<file path="config.mk">
export PLATFORM = sky130hd
export DESIGN_NAME = sme_cell
export DESIGN_NICKNAME = d
export VERILOG_FILES = /design/src/rtl/sme_pkg.sv /design/src/rtl/sme_cell.sv
export SDC_FILE = /design/constraint.sdc
export NUM_CORES = 1
export LEC_CHECK = 0
export ABC_AREA = 0
export BUFFER_PORTS_ARGS = -buffer_cell sky130_fd_sc_hd__buf_2
export CORE_MARGIN = 8
export CORE_UTILIZATION = 25
export CTS_BUF_LIST = sky130_fd_sc_hd__clkbuf_4 sky130_fd_sc_hd__clkbuf_8
export CTS_CLUSTER_DIAMETER = 200
export DETAILED_ROUTE_END_ITERATION = 8
export PLACE_DENSITY = 0.42
export SYNTH_ARGS = -nofsm -noshare
export SYNTH_HDL_FRONTEND = slang
export SYNTH_SLANG_ARGS = --single-unit
</file>
<file path="constraint.sdc">
create_clock -name i_clk -period 7.5 [get_ports i_clk]
set_input_delay 0.375 -clock i_clk [delete_from_list [all_inputs] [get_ports i_clk]]
set_output_delay 0.375 -clock i_clk [all_outputs]
set_load 0.01 [all_outputs]
</file>
<file path="src/rtl/sme_pkg.sv">
// Shared types and constants for the sparse matrix entry store.
// Used by the entry cell, the top level and the port checker; depends on nothing.
`default_nettype none

package sme_pkg;

    // Field widths fixed by the request and result formats.
    localparam int OP_BITS         = 2;
    localparam int ROW_BITS        = 8;
    localparam int COL_BITS        = 8;
    localparam int VALUE_PORT_BITS = 32;
    localparam int STATUS_BITS     = 2;
    localparam int WIDE_BITS       = 64;

    // Configuration registers.
    localparam int CNT_BITS     = 9;
    localparam int CFG_IDX_BITS = 1;
    localparam logic [CNT_BITS-1:0] CNT_RESET = 9'd256;
    localparam logic [CFG_IDX_BITS-1:0] REG_ROW_COUNT = 1'b0;
    localparam logic [CFG_IDX_BITS-1:0] REG_COL_COUNT = 1'b1;

    // Default parameter values.
    localparam int CAPACITY_DEF   = 64;
    localparam int VALUE_BITS_DEF = 32;

    // Operation codes.
    localparam logic [OP_BITS-1:0] OP_READ  = 2'd0;
    localparam logic [OP_BITS-1:0] OP_WRITE = 2'd1;
    localparam logic [OP_BITS-1:0] OP_ADD   = 2'd2;

    // Status codes.
    localparam logic [STATUS_BITS-1:0] ST_OK    = 2'd0;
    localparam logic [STATUS_BITS-1:0] ST_RANGE = 2'd1;
    localparam logic [STATUS_BITS-1:0] ST_FULL  = 2'd2;

    // Control part of the search token that walks the cell chain.
    typedef struct packed {
        logic                valid;
        logic [OP_BITS-1:0]  op;
        logic [ROW_BITS-1:0] row;
        logic [COL_BITS-1:0] col;
        logic                hit;
        logic                free_found;
    } t_tok;

    // Insert command broadcast to the cells when a token leaves the chain.
    typedef struct packed {
        logic                en;
        logic [ROW_BITS-1:0] row;
        logic [COL_BITS-1:0] col;
    } t_cmt;

endpackage

`default_nettype wire

</file>
<file path="src/rtl/sme_cell.sv">
// One storage cell of the entry chain: holds one entry and one token stage.
// Depends on sme_pkg.
`default_nettype none

module sme_cell #(
    parameter int CELL_IDX   = 0,
    parameter int IDX_BITS   = 6,
    parameter int VALUE_BITS = sme_pkg::VALUE_BITS_DEF
) (
    input  wire                      i_clk,
    input  wire                      i_rst_n,
    input  sme_pkg::t_tok            i_tok,
    input  wire     [VALUE_BITS-1:0] i_tok_value,
    input  wire     [VALUE_BITS-1:0] i_tok_result,
    input  wire     [IDX_BITS-1:0]   i_tok_free_idx,
    input  sme_pkg::t_cmt            i_cmt,
    input  wire     [IDX_BITS-1:0]   i_cmt_idx,
    input  wire     [VALUE_BITS-1:0] i_cmt_value,
    output sme_pkg::t_tok            o_tok,
    output logic    [VALUE_BITS-1:0] o_tok_value,
    output logic    [VALUE_BITS-1:0] o_tok_result,
    output logic    [IDX_BITS-1:0]   o_tok_free_idx
);

    localparam logic [IDX_BITS-1:0] MY_IDX = IDX_BITS'(CELL_IDX);

    logic                         r_valid;
    logic [sme_pkg::ROW_BITS-1:0] r_row;
    logic [sme_pkg::COL_BITS-1:0] r_col;
    logic [VALUE_BITS-1:0]        r_value;

    sme_pkg::t_tok         r_tok;
    logic [VALUE_BITS-1:0] r_tok_value;
    logic [VALUE_BITS-1:0] r_tok_result;
    logic [IDX_BITS-1:0]   r_tok_free_idx;

    logic                  w_is_mod;
    logic                  w_match;
    logic                  w_cmt_hit;
    logic [VALUE_BITS-1:0] w_new_value;
    logic                  w_new_zero;

    assign w_is_mod    = (i_tok.op == sme_pkg::OP_WRITE) || (i_tok.op == sme_pkg::OP_ADD);
    assign w_match     = i_tok.valid && r_valid && (r_row == i_tok.row) && (r_col == i_tok.col);
    assign w_cmt_hit   = i_cmt.en && (i_cmt_idx == MY_IDX);
    assign w_new_value = (i_tok.op == sme_pkg::OP_WRITE) ? i_tok_value : (r_value + i_tok_value);
    assign w_new_zero  = (w_new_value == '0);

    // Entry state: an insert from the top level, or an update or delete on a match.
    always_ff @(posedge i_clk) begin
        if (!i_rst_n) begin
            r_valid <= 1'b0;
        end else if (w_cmt_hit) begin
            r_valid <= 1'b1;
        end else if (w_match && w_is_mod && w_new_zero) begin
            r_valid <= 1'b0;
        end
    end

    always_ff @(posedge i_clk) begin
        if (w_cmt_hit) begin
            r_row   <= i_cmt.row;
            r_col   <= i_cmt.col;
            r_value <= i_cmt_value;
        end else if (w_match && w_is_mod && !w_new_zero) begin
            r_value <= w_new_value;
        end
    end

    // Token stage toward the next cell.
    always_ff @(posedge i_clk) begin
        if (!i_rst_n) begin
            r_tok.valid <= 1'b0;
        end else begin
            r_tok.valid <= i_tok.valid;
        end
    end

    always_ff @(posedge i_clk) begin
        if (i_tok.valid) begin
            r_tok.op         <= i_tok.op;
            r_tok.row        <= i_tok.row;
            r_tok.col        <= i_tok.col;
            r_tok.hit        <= i_tok.hit || w_match;
            r_tok.free_found <= i_tok.free_found || !r_valid;
            r_tok_value      <= i_tok_value;
            r_tok_free_idx   <= i_tok.free_found ? i_tok_free_idx : MY_IDX;
            if (w_match) begin
                if (!w_is_mod) begin
                    r_tok_result <= r_value;
                end else if (w_new_zero) begin
                    r_tok_result <= '0;
                end else begin
                    r_tok_result <= w_new_value;
                end
            end else begin
                r_tok_result <= i_tok_result;
            end
        end
    end

    assign o_tok          = r_tok;
    assign o_tok_value    = r_tok_value;
    assign o_tok_result   = r_tok_result;
    assign o_tok_free_idx = r_tok_free_idx;

endmodule

`default_nettype wire

</file>
After elaboration in Yosys (flattened, before gate mapping)
Cells that the tools add are included.

storage, ports and cells
  latch bits = 0
  bits of input ports = 148
  bits in read-only memories = 0
  register bits after elaboration = 140
  word-level logic and storage cells = 42
  output and inout bits = 91
  RAM bits = 0
  memories = 0

cells by class
  shift-type cells = 0
  multiply operators = 0
  mux-type cells = 8
  bitwise operators = 0
  magnitude comparators = 0
  reduce and logical (&&, ||, !) cells = 16
  equal/unequal tests = 4
  div/mod/pow operators = 0
  add/subtract/negate cells = 1

operators by type and width
  operator                                                                number
  32-bit two-way mux                                                      6
  32-bit adder                                                            1
  32-bit logical NOT                                                      1
  8-bit equality test                                                     2
  1-bit logical AND                                                       7
  6-bit logical NOT                                                       1
  2-bit nonzero test                                                      2
  1-bit logical OR                                                        3
  2-bit by 1-bit equality test with 1-bit output (second input constant)  1
  2-bit equality test (second input constant)                             1
  1-bit logical NOT                                                       2
  1-bit two-way mux                                                       2

Depth between registers and ports, before layout
  depth in word-level cells = 7
  gate-level depth with buffers = 12
  mapped depth without buffers = 12

Least setup slack after synthesis
OpenSTA, ideal clock, no wires.

  path kind = input-to-reg
  start point = input i_tok_value[0]
  end point = register r_value[0] (enable)
  buffers on the path = 0
  setup time = 0.432 ns
  stages = 12
  slack = 2.804 ns
  required time = 7.068 ns
  arrival time = 4.264 ns
  cells stage by stage = ha_1 > fa_1 > a21o_1 > a221oi_1 > o22ai_1 > o31ai_2 > o21ai_2 > a31oi_1 > xnor2_1 > o21ai_2 > nor3_1 > a21oi_1

between the ends
  longest elaborated chain between the ends = 6

ends and longest elaborated chain
  item                            RTL line        RTL
  start, declared                 sme_cell.sv:13  input wire [VALUE_BITS-1:0] i_tok_value,
  32-bit adder                    sme_cell.sv:46  assign w_new_value = (i_tok.op == sme_pkg::OP_WRITE) ? i_tok_value : (r_value + i_tok_value);
  32-bit two-way mux *            sme_cell.sv:46
  32-bit logical NOT *            sme_cell.sv:47  assign w_new_zero = (w_new_value == '0);
  1-bit logical NOT *             sme_cell.sv:65  end else if (w_match && w_is_mod && !w_new_zero) begin
  1-bit logical AND *             sme_cell.sv:65
  2-bit nonzero test (no line) *  n/a
  end signal, assigned            sme_cell.sv:64  r_value <= i_cmt_value;
  end signal, assigned            sme_cell.sv:66  r_value <= w_new_value;
  end, declared                   sme_cell.sv:30  logic [VALUE_BITS-1:0] r_value;

Mark *: on every way between the ends. The rest lies on a longest branch, timed or not.
A chain may end at the register's enable or synchronous reset.

Worst setup path in the final report
  start point = register r_value[0]
  end point = register r_value[4] (enable)

between the ends
  longest elaborated chain between the ends = 6

ends and longest elaborated chain
  item                          RTL line
  32-bit adder                  sme_cell.sv:46
  32-bit two-way mux            sme_cell.sv:46
  32-bit logical NOT            sme_cell.sv:47
  1-bit logical NOT             sme_cell.sv:65
  1-bit logical AND             sme_cell.sv:65
  2-bit nonzero test (no line)  n/a

Every way passes these cells.

==> reports/qor.yml <==
synth:
  syn_inst: 719
  syn_nets: 900
  synth_top_cells_by_count: "edfxtp_1, nand2_1, nor2_1, a21oi_1, o21ai_0"
  yosysSeqAreaShare: 0.5412
  synth_area_leaders: "edfxtp_1, ha_1, a21oi_1, nand2_1, nor2_1"
  synth.avg_cell_area_um2: 10.75
  synth_area_um2: 7731
  async_flop_share: 0
  synth_top_area_share: 0.5360
  ys_types: 66
  yosysTopAreaCell: "edfxtp_1"
  synth.most_common_cell: "edfxtp_1"
  synth-main-ff-cell: "edfxtp_1"
  ys_seq_elements: 140
  synth_edf_count: 138
  yosys_warnings: 0
clocking:
  cts-root-buf: "clkbuf_8"
  clock_sinks: 140
  clk_pin_slew_ns: 0.10
  clock_latency_ns: 0.49
  cts_htree_levels: 4
  post_cts_buffers: 0
  holdBufCountCts: 0
  tritoncts: "done"
  cts_buffers: 17
  ctsResizeCount: 0
  cts_buffer_depth: 2
grt:
  grt_pass1_wl_mm: 39.60
  grtUsageMet2: 0.2172
  track_usage: 0.1439
  grt_max_degree: 59
  grt_antenna_before_repair: 1
  met3_usage: 0.03867
  grt_pass1_vias: 6439
  top_usage_layer: "met2"
  met1_usage: 0.1989
  overflow: 0
timing:
  finalClockSkew_ns: 0.02153
  slew_violations: 0
  post-route-period-util: 0.5531
  final-hold-violation-count: 0
  fmax_mhz: 241.1
  rsz0062_at_grt: "no"
  setup_viol_count_final: 0
  period_needed_ns: 4.148
  final.setup.tns_ns: 0
  worstMarginPinSlew_ns: 1.022
  slew_headroom: 0.3177
layout:
  post-route-util: 0.3199
  drive_above_1_share: 0.3178
  fin_area_um2: 9761
  antenna_cells: 0
  fin_nets: 1134
  syn2layout_area_growth_pct: 26.25
detailed_routing:
  dr_total_vias: 6279
  wirelength_mm: 27.10
  ant_nets: 0
  viasPerCell: 4.610
  drc: 0
  avgRoutedWirePerCell_um: 19.90
  dr.pass1.iters: 4
  drt_iter0_drc: 306
worst_setup_path:
  crit_type: "reg -> reg"
  worstPathMaxFanout: 32
  cp_cell_sequence: "ha_1 > fa_1 > a21o_1 > a221oi_1 > o22ai_1 > o31ai_2 > o21ai_2 > o31a_1 > o21ai_0 > nand3_1 > nor4_2 > a21oi_4 > buf_4"
  critPathArrivalTime_ns: 4.33
  cp-end-kind: "flop"
  cp.required_ns: 7.68
  slowest_stage: "a221oi_1"
  cpPeakStageDelay_ns: 0.46
  start_kind: "flop"
floorplan:
  fp.coreArea_um2: 30510
  die_y_um: 191.9
  die_w_um: 191.9
  ios: 239
  floorplan.rows: 64
  die_area_um2: 36810
  initial_core_util: 0.2534
place:
  dpl-instance-area_um2: 9355
  port_buffers: 238
  dp_hpwl_mm: 20.52
  gp_congestion: 0.8722
power_and_ir_drop:
  power_density_nw_per_um2: 195.2
  vdd_drop_max_v: 0.00008709
  p_leak_nw: 4.002
flow_run:
  maxCapViolCount: 0
hold_path:
  hp-class: "in -> reg"
run_status:
  status: "finished clean"
==> power breakdown <==
part | switching (mW) | internal (mW) | total (mW) | leakage, nW
clock network | 0.352 | 0.311 | 0.663 | 0.209
registers | 0.00943 | 0.908 | 0.917 | 1.33
logic | 0.196 | 0.130 | 0.326 | 2.47
==> cells in the final DEF, fill, tap and decap left out, drive strengths merged, types with 13 or more instances in the layout <==
cell and n:
a21oi 78, buf 246, clkbuf 18, edfxtp 138
ha 32, inv 13, mux2i 24, nand2 82
nand4 13, nor2 82, nor3 16, o21ai 67
xnor2 28
==> logic make-up (layout without fill, tap and decap cells) <==
kind of cell             Yosys count  in the layout  share of synthesized area
XOR/XNOR                          39             39                    0.04515
AO/OA/AOI/OAI                    201            201                     0.1575
AND/OR/NAND/NOR                  237            237                     0.1392
flip-flops                       140            140                     0.5412
buffers and inverters             39            286                    0.02282
adder cells (fa/ha/maj)           33             33                    0.05438
multiplexers                      30             30                    0.03981
==> per-stage QoR <==
step / hold WS [ns] / std cells / power [mW] / setup slack, ns
after floorplan: 0.4559 / 719 / 1.113 / 2.804
after global placement: 0.4844 / 1330 / 1.265 / 3.282
after detailed placement: 0.4930 / 1330 / 1.265 / 3.184
after CTS: 0.003612 / 1362 / 1.942 / 3.309
after global routing: 0.02101 / 1362 / 1.999 / 3.118
final: 0.05771 / 1362 / 1.905 / 3.352
==> sequential cells by signal, indices dropped and copies added, names as in the netlist <==
| register | cells |
|---|---|
| o_tok | 21 |
| r_value | 32 |
| o_tok_value | 32 |
| r_row | 8 |
| o_tok_free_idx | 6 |
| r_col | 8 |
| r_valid | 1 |
| o_tok_result | 32 |
==> worst paths after layout <==
check                             from                   end  slack, ns  depth (start not counted)
hold reg to reg   r_valid$_SDFFE_PN0P_    o_tok[0]$_DFFE_PP_       0.51                          1
setup / recovery  r_value[0]$_DFFE_PP_  r_value[4]$_DFFE_PP_       3.35                         13
hold / removal                i_cmt[1]    r_col[1]$_DFFE_PP_       0.06                          1
setup reg to reg  r_value[0]$_DFFE_PP_  r_value[4]$_DFFE_PP_       3.35                         13
==> area by class of cell <==
cell class / count / area, um^2
multi-input combinational: 540 / 3392
inverter: 8 / 30.03
clock buffer: 18 / 247.7
sequential: 140 / 4184
tap: 396 / 495.5
fill: 3202 / 20750
clock inverter: 14 / 157.7
timing repair buffer: 246 / 1254
==> routing by layer <==
layer / vias up / wire length [um] / part of all wire
met5: - / 13 / 0.00048
met4: 2 / 321 / 0.012
met3: 17 / 2009 / 0.074
met2: 203 / 11510 / 0.42
met1: 2901 / 13250 / 0.49
li1: 3156 / - / -
==> critical path, delay by kind of cell (launching register included) <==
family          cells  cell delay [ns]
simple gates        2             0.48
buf+inv             1             0.30
flops               1             0.40
compound gates      8             2.04
fa+ha+maj           2             0.62
No activity file was read; power rests on OpenSTA's default activity.
